`config.mk`:
```
export PLATFORM = sky130hd
export DESIGN_NAME = window_lock_motor_controller
export DESIGN_NICKNAME = d
export VERILOG_FILES = /design/src/rtl/wlmc_pkg.sv /design/src/rtl/window_lock_motor_controller.sv
export SDC_FILE = /design/constraint.sdc
export NUM_CORES = 1
export LEC_CHECK = 0
export BUFFER_PORTS_ARGS = -buffer_cell sky130_fd_sc_hd__buf_2
export CORE_UTILIZATION = 40
export CTS_BUF_LIST = sky130_fd_sc_hd__clkbuf_2
export CTS_CLUSTER_SIZE = 20
export DETAILED_ROUTE_END_ITERATION = 16
export GPL_ROUTABILITY_DRIVEN = 0
export PLACE_DENSITY_LB_ADDON = 0.1
export SLEW_MARGIN = 40
export SYNTH_ARGS = -nofsm -noshare
export SYNTH_HDL_FRONTEND = slang
export SYNTH_SLANG_ARGS = --single-unit
```
`constraint.sdc`:
```
create_clock -name clock -period 4.2 [get_ports clock]
set_input_delay 0.21 -clock clock [delete_from_list [all_inputs] [get_ports clock]]
set_output_delay 0.21 -clock clock [all_outputs]
set_load 0.01 [all_outputs]
```
`src/rtl/wlmc_pkg.sv`:
```
package wlmc_pkg;

   localparam int HoldWidth   = 20;
   localparam int PeriodWidth = 8;
   localparam int ModeWidth   = 3;
   localparam int LedWidth    = 3;
   localparam int AudioWidth  = 2;
   localparam int CsrIdxWidth = 2;
   localparam int CsrDatWidth = 20;

   typedef logic [ModeWidth-1:0]   mode_type;
   typedef logic [LedWidth-1:0]    led_type;
   typedef logic [AudioWidth-1:0]  audio_type;
   typedef logic [HoldWidth-1:0]   hold_type;
   typedef logic [PeriodWidth-1:0] period_type;
   typedef logic [CsrIdxWidth-1:0] csr_idx_type;

   localparam mode_type MODE_CLOSED  = 3'd0;
   localparam mode_type MODE_OPENING = 3'd1;
   localparam mode_type MODE_OPEN    = 3'd2;
   localparam mode_type MODE_CLOSING = 3'd3;
   localparam mode_type MODE_ERROR   = 3'd4;

   localparam led_type LED_NONE = 3'd0;
   localparam led_type LED_OFF  = 3'd1;
   localparam led_type LED_ON   = 3'd2;
   localparam led_type LED_B300 = 3'd3;
   localparam led_type LED_B50  = 3'd4;

   localparam audio_type AUDIO_NONE  = 2'd0;
   localparam audio_type AUDIO_ALARM = 2'd1;
   localparam audio_type AUDIO_STOP  = 2'd2;
   localparam audio_type AUDIO_OPEN  = 2'd3;

   localparam csr_idx_type CSR_OPEN_HOLD    = 2'd0;
   localparam csr_idx_type CSR_MOTOR_PERIOD = 2'd1;
   localparam csr_idx_type CSR_AUDIO_PERIOD = 2'd2;

   localparam hold_type   OPEN_HOLD_RESET    = 20'd10000;
   localparam period_type MOTOR_PERIOD_RESET = 8'd1;
   localparam period_type AUDIO_PERIOD_RESET = 8'd27;
   localparam period_type MOTOR_PRESC_RESET  = 8'd3;
   localparam period_type AUDIO_PRESC_RESET  = 8'd31;

endpackage

```
`src/rtl/window_lock_motor_controller.sv`:
```
// Window lock motor controller.
// req_ channel: one transaction per control-loop pass (tick flag and pin samples).
// rsp_ channel: one transaction per request, carrying motor pin levels, busy level,
//   the last LED and audio commands of the pass, the audio step flag and the state.
// csr_ channel: register writes (0 open hold ms, 1 motor period, 2 audio period);
//   always ready, other indexes ignored. Write only while the block is idle.
// Path: a request lands in the input register and its result is loaded into the
//   result register once that register is free, and that register drives rsp_.
// Throughput: one transaction per cycle while rsp_ready keeps results draining; set by
//   the single evaluation stage between the input register and the result register.
// Reset: state goes to error (lock driven closed), busy high, registers to defaults,
//   both pipeline stages empty.
// Stall: while rsp_ready is low the result holds; the input register still takes
//   one more request, then req_ready drops until the result drains.
module window_lock_motor_controller
   import wlmc_pkg::*;
(
   input  logic                   clock,
   input  logic                   reset,
   input  logic                   req_valid,
   output logic                   req_ready,
   input  logic                   req_tick,
   input  logic                   req_open_cmd,
   input  logic                   req_key_absent,
   input  logic                   req_unlock_stop,
   input  logic                   req_lock_stop,
   input  logic                   req_sash_shut,
   output logic                   rsp_valid,
   input  logic                   rsp_ready,
   output logic                   rsp_drive_enable,
   output logic                   rsp_motor_direction,
   output logic                   rsp_step_level,
   output logic                   rsp_busy_level,
   output logic [LedWidth-1:0]    rsp_open_led_cmd,
   output logic [LedWidth-1:0]    rsp_close_led_cmd,
   output logic [LedWidth-1:0]    rsp_pull_led_cmd,
   output logic [AudioWidth-1:0]  rsp_audio_cmd,
   output logic                   rsp_audio_step,
   output logic [ModeWidth-1:0]   rsp_lock_state,
   input  logic                   csr_valid,
   output logic                   csr_ready,
   input  logic [CsrIdxWidth-1:0] csr_index,
   input  logic [CsrDatWidth-1:0] csr_data
);

   hold_type   open_hold_ff;
   period_type motor_period_ff;
   period_type audio_period_ff;

   mode_type   mode_ff, mode_in;
   hold_type   hold_ff, hold_in;
   period_type mpre_ff, mpre_in;
   period_type apre_ff, apre_in;
   logic       pend_ff, pend_in;
   logic       step_ff, step_in;
   logic       en_ff, en_in;
   logic       dir_ff, dir_in;
   logic       busy_ff, busy_in;

   logic s1_valid_ff;
   logic tick_ff, open_ff, key_ff, unl_ff, lck_ff, cls_ff;

   logic       out_valid_ff;
   logic       o_en_ff, o_dir_ff, o_step_ff, o_busy_ff, o_astep_ff;
   led_type    o_led_open_ff, o_led_close_ff, o_led_pull_ff;
   audio_type  o_audio_ff;
   mode_type   o_mode_ff;

   led_type    led_open, led_close, led_pull;
   audio_type  audio;
   logic       astep;
   period_type apre_dec, mpre_dec;
   logic       pend_t;

   logic out_free, s1_go, req_go;

   assign out_free  = !out_valid_ff || rsp_ready;
   assign s1_go     = s1_valid_ff && out_free;
   assign req_ready = !s1_valid_ff || out_free;
   assign req_go    = req_valid && req_ready;
   assign csr_ready = 1'b1;

   always_ff @(posedge clock) begin
      if (reset) begin
         open_hold_ff    <= OPEN_HOLD_RESET;
         motor_period_ff <= MOTOR_PERIOD_RESET;
         audio_period_ff <= AUDIO_PERIOD_RESET;
      end else if (csr_valid) begin
         case (csr_index)
            CSR_OPEN_HOLD:    open_hold_ff    <= csr_data;
            CSR_MOTOR_PERIOD: motor_period_ff <= csr_data[PeriodWidth-1:0];
            CSR_AUDIO_PERIOD: audio_period_ff <= csr_data[PeriodWidth-1:0];
            default: ;
         endcase
      end
   end

   always_ff @(posedge clock) begin
      if (reset) begin
         s1_valid_ff <= 1'b0;
      end else if (req_ready) begin
         s1_valid_ff <= req_valid;
      end
   end

   always_ff @(posedge clock) begin
      if (req_go) begin
         tick_ff <= req_tick;
         open_ff <= req_open_cmd;
         key_ff  <= req_key_absent;
         unl_ff  <= req_unlock_stop;
         lck_ff  <= req_lock_stop;
         cls_ff  <= req_sash_shut;
      end
   end

   always_comb begin
      apre_dec  = apre_ff - 8'd1;
      mpre_dec  = mpre_ff - 8'd1;
      led_open  = LED_NONE;
      led_close = LED_NONE;
      led_pull  = LED_NONE;
      audio     = AUDIO_NONE;
      astep     = 1'b0;
      apre_in   = apre_ff;
      mpre_in   = mpre_ff;
      pend_t    = pend_ff;
      hold_in   = hold_ff;
      mode_in   = mode_ff;
      step_in   = step_ff;
      en_in     = en_ff;
      dir_in    = dir_ff;
      busy_in   = busy_ff;

      if (tick_ff) begin
         apre_in = apre_dec;
         if (apre_dec == '0) begin
            astep   = 1'b1;
            apre_in = audio_period_ff;
         end
         mpre_in = mpre_dec;
         if (mpre_dec == '0) begin
            pend_t  = 1'b1;
            mpre_in = motor_period_ff;
         end
         if (hold_ff != '0) begin
            hold_in = hold_ff - 20'd1;
         end
      end
      pend_in = pend_t;

      case (mode_ff)
         MODE_CLOSED: begin
            busy_in   = 1'b0;
            en_in     = 1'b0;
            led_open  = LED_OFF;
            led_close = LED_ON;
            led_pull  = LED_OFF;
            audio     = key_ff ? AUDIO_ALARM : AUDIO_STOP;
            if (open_ff) begin
               busy_in   = 1'b1;
               en_in     = 1'b1;
               dir_in    = 1'b0;
               audio     = AUDIO_OPEN;
               mode_in   = MODE_OPENING;
               led_open  = LED_B300;
               led_close = LED_OFF;
            end
         end
         MODE_OPENING: begin
            dir_in = 1'b0;
            if (unl_ff) begin
               mode_in = MODE_OPEN;
               en_in   = 1'b0;
               hold_in = open_hold_ff;
            end else if (pend_t) begin
               step_in = !step_ff;
               pend_in = 1'b0;
            end
         end
         MODE_OPEN: begin
            led_open = LED_ON;
            if (hold_in == '0) begin
               mode_in   = MODE_CLOSING;
               led_open  = LED_OFF;
               led_close = LED_B300;
               en_in     = 1'b1;
               dir_in    = 1'b1;
            end
         end
         MODE_CLOSING: begin
            dir_in = 1'b1;
            if (cls_ff) begin
               led_pull = LED_OFF;
               if (lck_ff) begin
                  mode_in = MODE_CLOSED;
                  audio   = AUDIO_STOP;
               end else if (pend_t) begin
                  step_in = !step_ff;
                  pend_in = 1'b0;
               end
            end else begin
               led_pull = LED_ON;
            end
         end
         default: begin
            led_pull = LED_B50;
            dir_in   = 1'b1;
            en_in    = 1'b1;
            if (cls_ff) begin
               if (lck_ff) begin
                  mode_in = MODE_CLOSED;
               end else if (pend_t) begin
                  step_in = !step_ff;
                  pend_in = 1'b0;
               end
            end
         end
      endcase
   end

   always_ff @(posedge clock) begin
      if (reset) begin
         mode_ff <= MODE_ERROR;
         hold_ff <= '0;
         mpre_ff <= MOTOR_PRESC_RESET;
         apre_ff <= AUDIO_PRESC_RESET;
         pend_ff <= 1'b0;
         step_ff <= 1'b0;
         en_ff   <= 1'b0;
         dir_ff  <= 1'b0;
         busy_ff <= 1'b1;
      end else if (s1_go) begin
         mode_ff <= mode_in;
         hold_ff <= hold_in;
         mpre_ff <= mpre_in;
         apre_ff <= apre_in;
         pend_ff <= pend_in;
         step_ff <= step_in;
         en_ff   <= en_in;
         dir_ff  <= dir_in;
         busy_ff <= busy_in;
      end
   end

   always_ff @(posedge clock) begin
      if (reset) begin
         out_valid_ff <= 1'b0;
      end else if (out_free) begin
         out_valid_ff <= s1_valid_ff;
      end
   end

   always_ff @(posedge clock) begin
      if (s1_go) begin
         o_en_ff        <= en_in;
         o_dir_ff       <= dir_in;
         o_step_ff      <= step_in;
         o_busy_ff      <= busy_in;
         o_led_open_ff  <= led_open;
         o_led_close_ff <= led_close;
         o_led_pull_ff  <= led_pull;
         o_audio_ff     <= audio;
         o_astep_ff     <= astep;
         o_mode_ff      <= mode_in;
      end
   end

   assign rsp_valid           = out_valid_ff;
   assign rsp_drive_enable    = o_en_ff;
   assign rsp_motor_direction = o_dir_ff;
   assign rsp_step_level      = o_step_ff;
   assign rsp_busy_level      = o_busy_ff;
   assign rsp_open_led_cmd    = o_led_open_ff;
   assign rsp_close_led_cmd   = o_led_close_ff;
   assign rsp_pull_led_cmd    = o_led_pull_ff;
   assign rsp_audio_cmd       = o_audio_ff;
   assign rsp_audio_step      = o_astep_ff;
   assign rsp_lock_state      = o_mode_ff;

endmodule

```
# Word level (Yosys, flattened, before mapping)
# Index checks and enable logic that the tools add are counted.
# totals
reg_bits	107
inputBits	33
out_inout_bits	22
word_cells	102
# classes
add_sub_neg	3
n_eq_ne	5
muxes	45
reduce_logical	19
# ops
cell	n
20-bit two-way mux	4
20-bit zero test	1
20-bit nonzero test	1
20-bit by 1-bit subtractor with 20-bit output (second input constant)	1
2-bit two-way mux	9
3-bit case mux with 3 select lines	2
8-bit zero test	2
1-bit two-way mux	16
8-bit two-way mux	2
8-bit by 1-bit subtractor with 8-bit output (second input constant)	2
3-bit two-way mux	5
2-bit case mux with 2 select lines	3
2-bit AND reduction	4
3-bit by 2-bit equality test with 1-bit output (second input constant)	2
1-bit case mux with 2 select lines	2
1-bit case mux with 4 select lines	1
2-bit OR reduction	2
3-bit by 1-bit equality test with 1-bit output (second input constant)	1
1-bit zero test	3
3-bit zero test	1
1-bit case mux with 3 select lines	1
2-bit by 1-bit equality test with 1-bit output (second input constant)	1
2-bit equality test (second input constant)	1
1-bit logical AND	2
other kinds (2)	3

# Depth between registers and ports, before layout
# Gate-level depths: netlist of run 1.
# logic_depth
ltp_word	8
mapped_depth	11
mapped_depth_nobuf	10

# Worst setup path before layout of run 1
# No wires, ideal clock.
# synth_path
path_type	flip-flop to flip-flop
start	register hold_ff[0]
end	register o_led_open_ff[1] (netlist: rsp_open_led_cmd[1]), data pin
setup_time_ns	0.259
arrival_time_ns	2.535
required_time_ns	3.941
slack_ns	1.406
stages_incl_launch_ff	11
path_buffers	1
period_less_slack_ns	2.794
cell_sequence	dfxtp_1 -> inv_1 -> ha_1 -> or4bb_2 -> clkbuf_1 -> o31ai_1 -> o31a_1 -> nand3_1 -> or4_4 -> a21oi_2 -> nor2_1
# synth_between
elab_chain_len	6
word_cells_on_any_way	7
classes_between	1 x add/sub; 4 x mux; 2 x reduce/logical
# synth_lines
item	line	source
from (decl)	window_lock_motor_controller.sv:51	hold_type hold_ff, hold_in;
from (signal assigned)	window_lock_motor_controller.sv:235	hold_ff <= hold_in;
20-bit by 1-bit subtractor with 20-bit output / 20-bit nonzero test (equally long branches)	window_lock_motor_controller.sv:147, window_lock_motor_controller.sv:146	
20-bit two-way mux	window_lock_motor_controller.sv:146	if (hold_ff != '0) begin
20-bit two-way mux *	window_lock_motor_controller.sv:135	if (tick_ff) begin
20-bit zero test *	window_lock_motor_controller.sv:183	if (hold_in == '0) begin
2-bit two-way mux *	window_lock_motor_controller.sv:183	
2-bit case mux with 2 select lines *	window_lock_motor_controller.sv:152	case (mode_ff)
net led_open[1]	window_lock_motor_controller.sv:69	led_type led_open, led_close, led_pull;
to (signal assigned)	window_lock_motor_controller.sv:260	o_led_open_ff <= led_open;
to (decl)	window_lock_motor_controller.sv:65	led_type o_led_open_ff, o_led_close_ff, o_led_pull_ff;
# The timed path passes the listed nets; every way through them passes the cells marked *.
# A chain may end at the register's enable or synchronous reset.

# Worst setup path in the final report of run 1
# layout_path
start	register hold_ff[0]
end	register en_ff
# layout_between
elab_chain_len	6
word_cells_on_any_way	7
classes_between	1 x add/sub; 4 x mux; 2 x reduce/logical
# layout_lines
item	line	source
20-bit by 1-bit subtractor with 20-bit output / 20-bit nonzero test (equally long branches)	window_lock_motor_controller.sv:147, window_lock_motor_controller.sv:146	
20-bit two-way mux	window_lock_motor_controller.sv:146	
20-bit two-way mux *	window_lock_motor_controller.sv:135	
20-bit zero test *	window_lock_motor_controller.sv:183	
1-bit two-way mux *	window_lock_motor_controller.sv:183	
1-bit case mux with 4 select lines *	window_lock_motor_controller.sv:152	
to (signal assigned)	window_lock_motor_controller.sv:240	en_ff <= en_in;
to (decl)	window_lock_motor_controller.sv:56	logic en_ff, en_in;
# Every way passes the cells marked *; elsewhere a longest branch is shown, timed or not.

==> flow_metrics.env, run 1 <==
export IMPL_cts_tree="built"
export IMPL_cpLargestDelayFamily="simple AND/OR/NAND/NOR gates"
export IMPL_routed_wl_mm=13.4
export IMPL_ios=55
export IMPL_overflow=0
export IMPL_reg2reg_from="hold_ff[0]$_SDFFE_PP0P_"
export IMPL_synthTopCellsByCount="92 x nand2_1, 82 x dfxtp_1, 69 x nor2_1, 60 x a21oi_1, 38 x o21ai_0"
export IMPL_avgViaCountPerCell=5.41
export IMPL_tightestPinTransition_ns=0.767
export IMPL_wl_met3_um=609
export IMPL_startpoint="hold_ff[0]$_SDFFE_PP0P_"
export IMPL_wl_met2_mm=6.30
export IMPL_crit_chain="inv_1, ha_1, nor3b_1, nand4_1, o21ai_0, or3_1, o311ai_0, nor4_1, nor2_1, o41ai_1"
export IMPL_numCtsBuffers=9
export IMPL_grt_usage=0.210
export IMPL_dieArea_mm2=0.0135
export IMPL_layout_nets=742
export IMPL_cts_max_level=3
export IMPL_num_rows=41
export IMPL_drt_met1_wl_mm=6.29
export IMPL_hold_viol=0
export IMPL_cap_violations=0
export IMPL_synthTopCellsByArea="dfxtp_1 31%, edfxtp_1 13%, nand2_1 6.6%"
export IMPL_status="completed"
export IMPL_min_from="reset"
export IMPL_die_x_um=116
export IMPL_syn_inst=631
export IMPL_cts_sinks=105
export IMPL_p_total_w=0.00250
export IMPL_initial_utilization=0.412
export IMPL_endpoint_kind="register"
export IMPL_clk_path_buf_depth=2
export IMPL_top_layer_used="met4"
export IMPL_path_clk_slew_ns=0.30
export IMPL_leakagePower_nw=2.36
export IMPL_slew_headroom=0.489
export IMPL_ys_seq_area_frac=0.446
export IMPL_yosysTopAreaCellShare=0.314
export IMPL_ys_ff_latch=105
export IMPL_setup_viol=0
export IMPL_synth_edff_count=23
export IMPL_min_period_ns=3.25
export IMPL_antennaDiodeCount=0
export IMPL_yosysWarnings=0
export IMPL_grt_start_max_net_pins=67
export IMPL_core_area_mm2=0.0127
export IMPL_drc=0
export IMPL_fill_cells=1264
export IMPL_fin_tns_setup_ns=0
export IMPL_max_stage_delay_ns=0.55
export IMPL_grt_pass1_wl_mm=21.8
export IMPL_crit_required_ns=4.76
export IMPL_synth_cell_types=60
export IMPL_async_flop_share=0
export IMPL_power_density_mw_per_mm2=405
export IMPL_cpMaxStageDelayCell="o21ai_0"
export IMPL_area_delta_synth_final_pct=18.2
export IMPL_num_vias=4762
export IMPL_worst_setup_path_start_kind="register"
export IMPL_cts_setup_buffers=0
export IMPL_drive_above_1_share=0.116
export IMPL_wl_per_cell_um=15.2
export IMPL_min_period_over_period=0.775
export IMPL_slew_violations=0
export IMPL_syn_area_per_cell_um2=8.28
export IMPL_cp_arrival_ns=3.82
export IMPL_synth_top_cell_by_area="dfxtp_1"
export IMPL_path_buf_inv=1
export IMPL_hp_class="in2reg"
export IMPL_rsz0062_at_grt="no"
export IMPL_synth_ff_type="dfxtp_1"
export IMPL_cp_max_fo=9
export IMPL_grt_pass1_vias=4282
export IMPL_die_h_um=116
export IMPL_synth_area_mm2=0.00523
export IMPL_fmax_mhz=307
export IMPL_dr_pass1_iters=5
export IMPL_path_class="reg2reg"
export IMPL_cts_root_buffer="clkbuf_2"
export IMPL_ant_nets=0
export IMPL_ir_drop_mv=0.206
export IMPL_drtIter0Drc=307
export IMPL_clock_skew_ns=0.0342
export IMPL_synthMostInstantiatedCell="nand2_1"
export IMPL_port_buffers=51
export IMPL_hpwl_mm=8.88
export IMPL_clock_latency_ns=0.64
export IMPL_antenna_found_initial=0
## worst paths after layout
kind | end | slack [ns] | depth (start not counted)
worst min register to register | open_hold_ff[11]$_SDFFE_PP0P_ | 0.48 | 2
worst max-delay path | en_ff$_SDFFE_PP0P_ | 0.95 | 10
worst max register to register | en_ff$_SDFFE_PP0P_ | 0.95 | 10
worst min-delay path | rsp_valid$_SDFFE_PP0P_ | 0.16 | 3
## tightest hold or removal path, delay by kind of cell
family,cells,cell delay [ns]
buffers and inverters,2,0.41
AND/OR/NAND/NOR,1,0.17
## cell type report
cell class	instances	area [µm²]	area share
Clock buffer	9	45.0	0.00729
Clock inverter	7	73.8	0.0120
Inverter	17	63.8	0.0103
Multi-Input combinational cell	465	2650	0.430
Sequential cell	105	2330	0.378
Tap cell	172	215	0.0348
Timing Repair Buffer	106	793	0.128
## layout by cell type, fill, tap and decap left out, drive strengths merged, types with 4 or more instances in the layout
cell         count
or4              5
o22ai            4
nor3            18
o211ai           7
and2             6
or3              7
nor4             4
mux2i           18
a211o            4
inv             20
buf             56
nor2            69
nor2b            6
o31ai            6
a311oi           4
and3             4
ha               5
nor3b            4
nand4            8
o21ai           38
nand2b           5
a21oi           61
nand3b           4
clkbuf           9
nand3           20
xor2             6
edfxtp          23
xnor2            9
nand2           92
a211oi           9
a22oi            6
dfxtp           82
o22a             4
dlygate4sd3     50
## flip-flops by register name, summed over array words and instances, names as in the netlist, 8 cells and up
signal           count
mpre_ff              8
apre_ff              8
motor_period_ff      8
hold_ff             20
open_hold_ff        20
audio_period_ff      8
## kinds of logic (layout without fill, tap and decap cells)
group,count (synthesis),count (layout),share of synthesized area
AOI/OAI and AO/OA,159,159,0.186
xor gates and xnor gates,15,15,0.0251
adders and majority gates,5,5,0.0120
buffers and inverters,62,139,0.0488
DFF,105,105,0.446
muxes,19,19,0.0366
other,2,3,0.00144
and+or+nand+nor,264,264,0.244
## power breakdown
group | leakage, nW | total, W | switching (W) | internal, W
combinational | 1.40 | 0.000834 | 0.000502 | 0.000332
sequential | 0.882 | 0.00117 | 0.0000759 | 0.00109
clock | 0.0747 | 0.000501 | 0.000358 | 0.000143
total | 2.36 | 0.00250 | 0.000936 | 0.00157
## what timing repair did
action,CTS,global route
endpoints found under the hold margin,44,0
resized for setup,0,0
hold buffers,50,0
setup endpoints to repair,0,0
## through the flow
| stage | instances | cell area, µm² | utilization | worst slack (ns) | hold WS (ns) |
|---|---|---|---|---|---|
| after floorplan | 632 | 5230 | - | 1.41 | 0.309 |
| after global placement | 815 | 5550 | 0.438 | 1.15 | 0.389 |
| after detailed placement | 815 | 5560 | 0.439 | 1.07 | 0.391 |
| after CTS | 881 | 6180 | 0.488 | 1.03 | 0.173 |
| after global routing | 881 | 6180 | 0.488 | 0.710 | 0.197 |
| final | 881 | 6180 | 0.488 | 0.946 | 0.158 |
## per-layer routing
metal,vias to the layer above,track usage
met5,-,0
met4,0,0.0761
met3,20,0.0337
met2,114,0.341
met1,2245,0.282
li1,2383,-
Note: power is estimated with default switching activity, not from simulation.
==> run 2, diff against run 1 <==
==> constraint.sdc (replaced) <==
create_clock -name clock -period 2.66 [get_ports clock]
set_input_delay 0.133 -clock clock [delete_from_list [all_inputs] [get_ports clock]]
set_output_delay 0.133 -clock clock [all_outputs]
set_load 0.01 [all_outputs]
==> flow_metrics.env, run 2 (synthesis gave the netlist of run 1 again) <==
export IMPL_worst_setup_path_start_kind="register"
export IMPL_tightestPinTransition_ns=0.789
export IMPL_p_total_w=0.00446
export IMPL_num_vias=4977
export IMPL_drtIter0Drc=266
export IMPL_setup_viol=7
export IMPL_num_rows=41
export IMPL_drc=0
export IMPL_dr_pass1_iters=7
export IMPL_hp_class="in2reg"
export IMPL_die_x_um=116
export IMPL_rsz0062_at_grt="yes"
export IMPL_status="finished with violations"
export IMPL_cts_root_buffer="clkbuf_2"
export IMPL_path_class="reg2reg"
export IMPL_fill_cells=1248
export IMPL_min_period_over_period=1.05
export IMPL_ir_drop_mv=0.347
export IMPL_seqCellArea_mm2=0.00233
export IMPL_die_h_um=116
export IMPL_grt_usage=0.222
export IMPL_power_density_mw_per_mm2=662
export IMPL_switching_share=0.365
export IMPL_path_clk_slew_ns=0.30
export IMPL_power_share_sequential=0.404
export IMPL_avgViaCountPerCell=5.28
export IMPL_setup_slack_ns=-0.135
export IMPL_crit_required_ns=3.09
export IMPL_cpMaxStageDelayCell="edfxtp_1"
export IMPL_slew_violations=0
export IMPL_leakagePower_nw=2.69
export IMPL_grt_pass1_wl_mm=22.9
export IMPL_dieArea_mm2=0.0135
export IMPL_initial_utilization=0.412
export IMPL_routed_wl_mm=14.2
export IMPL_grt_pass1_vias=4655
export IMPL_ios=55
export IMPL_wl_met3_um=583
export IMPL_min_period_ns=2.80
export IMPL_drt_met1_wl_mm=6.73
export IMPL_overflow=0
export IMPL_area_delta_synth_final_pct=29.1
export IMPL_cts_max_level=3
export IMPL_grt_start_max_net_pins=47
export IMPL_multi_input_area_mm2=0.00274
export IMPL_wl_met2_mm=6.71
export IMPL_clock_skew_ns=0.0218
export IMPL_numCtsBuffers=9
export IMPL_max_stage_delay_ns=0.51
export IMPL_core_area_mm2=0.0127
export IMPL_wl_per_cell_um=15.1
export IMPL_port_buffers=51
export IMPL_cts_tree="built"
export IMPL_ant_nets=0
export IMPL_antenna_found_initial=0
export IMPL_cpLargestDelayFamily="simple AND/OR/NAND/NOR gates"
export IMPL_path_buf_inv=0
export IMPL_final_cell_mix="92 x nand2_1, 81 x dfxtp_1, 67 x nor2_1, 62 x buf_4, 60 x a21oi_1"
export IMPL_hpwl_mm=9.85
export IMPL_slew_headroom=0.473
export IMPL_cp_arrival_ns=3.22
export IMPL_layout_nets=803
export IMPL_clock_latency_ns=0.63
export IMPL_reg_top3="hold_ff x20, open_hold_ff x20"
export IMPL_p_int_w=0.00283
export IMPL_whs_ns=0.188
export IMPL_clk_path_buf_depth=2
export IMPL_cp_max_fo=5
export IMPL_violations="negative setup slack"
export IMPL_cap_violations=0
export IMPL_top_layer_used="met4"
export IMPL_p_clk_frac=0.180
export IMPL_endpoint_kind="register"
export IMPL_fmax_mhz=358
export IMPL_p_switching_w=0.00163
export IMPL_antennaDiodeCount=0
export IMPL_crit_chain="or4b_4, or4_1, a22oi_1, and4b_1, nand3_2, or4_4, a21oi_4, nor2_1"
export IMPL_final_common_cell="nand2_1"
export IMPL_cts_sinks=105
export IMPL_hold_viol=0
export IMPL_share_comb_of_total_power=0.416
export IMPL_drive_above_1_share=0.205
-- run 2: power by group through the flow --
stage,Combinational (W),Clock (W),Sequential (W)
finish,0.00186,0.000803,0.00180
global route,0.00201,0.000893,0.00182
CTS,0.00178,0.000839,0.00180
detailed placement,0.00169,0,0.00183
global placement,0.00168,0,0.00183
floorplan,0.00101,0,0.00183
-- run 2: worst paths after layout --
kind         cells after the start                    startpoint                            end  slack (ns)
max                              8             tick_ff$_DFFE_PP_  rsp_open_led_cmd[1]$_DFFE_PP_       -0.14
min                              4                  csr_index[0]  open_hold_ff[13]$_SDFFE_PP1P_        0.19
max reg2reg                      8             tick_ff$_DFFE_PP_  rsp_open_led_cmd[1]$_DFFE_PP_       -0.14
min reg2reg                      2  open_hold_ff[7]$_SDFFE_PP0P_   open_hold_ff[7]$_SDFFE_PP0P_        0.48
-- run 2: layout make-up --
class,count,share of cell area
sequential,105,0.346
clock buffer,9,0.00668
clock inverter,7,0.0113
inverter,17,0.00946
tap,172,0.0319
multi-input combinational,465,0.406
timing repair buffer,167,0.189
-- run 2: metrics by stage --
step / TNS, ns / util / worst slack (ns) / area [µm²] / cells
3_3_place_gp: -0.0223 / 0.473 / -0.0223 / 6000 / 869
4_1_cts: -0.377 / 0.528 / -0.115 / 6690 / 940
2_1_floorplan: 0 / - / 0.00654 / 5270 / 632
6_report: -0.449 / 0.533 / -0.135 / 6750 / 942
3_5_place_dp: -0.410 / 0.473 / -0.0949 / 6000 / 869
5_1_grt: -1.80 / 0.533 / -0.259 / 6750 / 942
-- run 2: repair_timing --
| action | CTS | global route |
|---|---|---|
| hold buffers | 52 | 0 |
| setup buffers | 3 | 2 |
| endpoints found under the hold margin | 56 | 0 |
| setup endpoints to repair | 9 | 13 |
| gates resized for setup | 7 | 10 |
| pin swaps | 3 | 6 |
-- run 2: worst min-delay path, stage by stage --
cell	delay, ns
buf_2	0.12
or3b_2	0.38
nand2_1	0.10
nand3_1	0.07
-- run 2: metal layers --
metal / track usage / up-vias
met4: 0.0803 / 0
met1: 0.296 / 2329
met5: 0 / -
li1: - / 2500
met2: 0.364 / 130
met3: 0.0343 / 18
==> run 3, diff against run 2 <==
--- a/config.mk
+++ b/config.mk
@@ -7,8 +7,8 @@
 export LEC_CHECK = 0
 export BUFFER_PORTS_ARGS = -buffer_cell sky130_fd_sc_hd__buf_2
 export CORE_UTILIZATION = 40
-export CTS_BUF_LIST = sky130_fd_sc_hd__clkbuf_2
-export CTS_CLUSTER_SIZE = 20
+export CTS_BUF_LIST = sky130_fd_sc_hd__clkbuf_4 sky130_fd_sc_hd__clkbuf_8
+export CTS_CLUSTER_SIZE = 14
 export DETAILED_ROUTE_END_ITERATION = 16
 export GPL_ROUTABILITY_DRIVEN = 0
 export PLACE_DENSITY_LB_ADDON = 0.1
==> flow_metrics.env, run 3 (synthesis gave the netlist of run 1 again) <==
export IMPL_avgViaCountPerCell=5.31
export IMPL_dieArea_mm2=0.0135
export IMPL_pre_cts_slack_ns=-0.0949
export IMPL_switching_share=0.352
export IMPL_cts_tree="built"
export IMPL_p_int_w=0.00303
export IMPL_die_h_um=116
export IMPL_p_total_w=0.00468
export IMPL_min_period_over_period=1.04
export IMPL_clock_skew_ns=0.0113
export IMPL_hold_viol=0
export IMPL_ir_drop_mv=0.382
export IMPL_wl_per_cell_um=15.2
export IMPL_antenna_found_initial=0
export IMPL_status="finished with violations"
export IMPL_cap_violations=0
export IMPL_grt_pass1_wl_mm=22.4
export IMPL_min_from="csr_data[2]"
export IMPL_port_buffers=51
export IMPL_endpoint_kind="register"
export IMPL_layout_cells_non_filler=914
export IMPL_drive_above_1_share=0.217
export IMPL_routed_wl_mm=13.9
export IMPL_crit_required_ns=2.81
export IMPL_p_clk_frac=0.221
export IMPL_ant_nets=0
export IMPL_grt_usage=0.217
export IMPL_reg2reg_to="rsp_open_led_cmd[1]$_DFFE_PP_"
export IMPL_finish_utilization=0.518
export IMPL_grt_start_max_net_pins=47
export IMPL_slew_violations=0
export IMPL_antennaDiodeCount=0
export IMPL_reg2reg_from="tick_ff$_DFFE_PP_"
export IMPL_share_comb_of_total_power=0.394
export IMPL_path_clk_slew_ns=0.11
export IMPL_die_x_um=116
export IMPL_final_cell_mix="92 x nand2_1, 81 x dfxtp_1, 67 x nor2_1, 63 x buf_4, 59 x a21oi_1"
export IMPL_r2r_worst_path_cells=8
export IMPL_dr_pass1_iters=8
export IMPL_p_switching_w=0.00165
export IMPL_num_vias=4854
export IMPL_drtIter0Drc=337
export IMPL_hpwl_mm=9.85
export IMPL_fill_cells=1273
export IMPL_place_inst=869
export IMPL_regToRegSetupSlack_ns=-0.11
export IMPL_initial_utilization=0.412
export IMPL_slew_headroom=0.474
export IMPL_grt_pass1_vias=4463
export IMPL_setup_viol=6
export IMPL_violations="negative setup slack"
export IMPL_path_class="reg2reg"
export IMPL_whs_ns=0.0188
export IMPL_leakagePower_nw=2.65
export IMPL_cts_max_level=3
export IMPL_cts_root_buffer="clkbuf_8"
export IMPL_worst_setup_path_start_kind="register"
export IMPL_min_period_ns=2.77
export IMPL_final_common_cell="nand2_1"
export IMPL_drc=0
export IMPL_power_share_sequential=0.384
export IMPL_rsz0062_at_grt="yes"
export IMPL_fmax_mhz=361
export IMPL_ios=55
export IMPL_hold_path_endpoint="open_hold_ff[2]$_SDFFE_PP0P_"
export IMPL_cts_sinks=105
export IMPL_area_delta_synth_final_pct=25.5
export IMPL_core_area_mm2=0.0127
export IMPL_tightestPinTransition_ns=0.788
export IMPL_setup_slack_ns=-0.110
export IMPL_numCtsBuffers=9
export IMPL_clock_latency_ns=0.39
export IMPL_num_rows=41
export IMPL_hp_class="in2reg"
export IMPL_whs_path_depth=3
export IMPL_cp_max_fo=5
export IMPL_overflow=0
export IMPL_cp_arrival_ns=2.92
export IMPL_layout_nets=775
export IMPL_power_density_mw_per_mm2=713
export IMPL_clk_path_buf_depth=2
export IMPL_reg_top3="hold_ff x20, open_hold_ff x20"
-- run 3: power groups by stage --
stage          logic (W)  clock network [W]  registers (W)
4_1_cts          0.00176            0.00107        0.00180
2_1_floorplan    0.00101                  0        0.00183
3_5_place_dp     0.00169                  0        0.00183
3_3_place_gp     0.00168                  0        0.00183
6_report         0.00184            0.00104        0.00180
5_1_grt          0.00200            0.00114        0.00181
-- run 3: worst max-delay path by stage --
stage                       startpoint                             to  slack (ns)  depth (start not counted)
6_report             tick_ff$_DFFE_PP_  rsp_open_led_cmd[1]$_DFFE_PP_       -0.11                          8
5_1_grt              tick_ff$_DFFE_PP_  rsp_open_led_cmd[1]$_DFFE_PP_       -0.25                          8
4_1_cts              tick_ff$_DFFE_PP_  rsp_open_led_cmd[1]$_DFFE_PP_       -0.09                          8
3_5_place_dp         tick_ff$_DFFE_PP_     rsp_drive_enable$_DFFE_PP_       -0.09                         10
3_3_place_gp         tick_ff$_DFFE_PP_  rsp_open_led_cmd[1]$_DFFE_PP_       -0.02                          8
2_1_floorplan  hold_ff[2]$_SDFFE_PP0P_  rsp_open_led_cmd[1]$_DFFE_PP_       0.007                          9
-- run 3: layout make-up --
class	instances	area, µm²	share of cell area
flip-flops and latches	105	2330	0.356
multi-input cells	465	2760	0.420
well taps	172	215	0.0328
inverters	17	63.8	0.00973
clock inverters	7	76.3	0.0116
clock buffers	9	124	0.0189
repair buffers	139	990	0.151
-- run 3: metal layers --
layer	wire length, µm	global-route usage	vias up
li1	-	-	2449
met1	6790	0.297	2298
met2	6400	0.345	94
met3	531	0.0400	13
met4	170	0.0692	0
met5	0	0	-
-- run 3: through the flow --
stage                     cell area [µm²]  TNS, ns
after floorplan                      5270        0
after global placement               6000  -0.0223
after detailed placement             6000   -0.410
after CTS                            6470   -0.176
after global routing                 6560    -1.61
final                                6560   -0.295
-- run 3: worst max-delay path, stage by stage (launching register included) --
cell and delay [ns]:
edfxtp_1 0.45, or4b_4 0.48, or4_1 0.47, a22oi_1 0.18, and4b_1 0.22, nand3_2 0.08
or4_4 0.45, a21oi_4 0.14, nor2_1 0.05
-- run 3: repair_timing --
action / 4_1_cts / 5_1_grt
pin swaps: 3 / 6
buffers inserted: 3 / 3
hold buffers: 23 / 0
endpoints found under the setup margin: 8 / 12
hold endpoints to repair: 25 / 0
resized for setup: 6 / 14
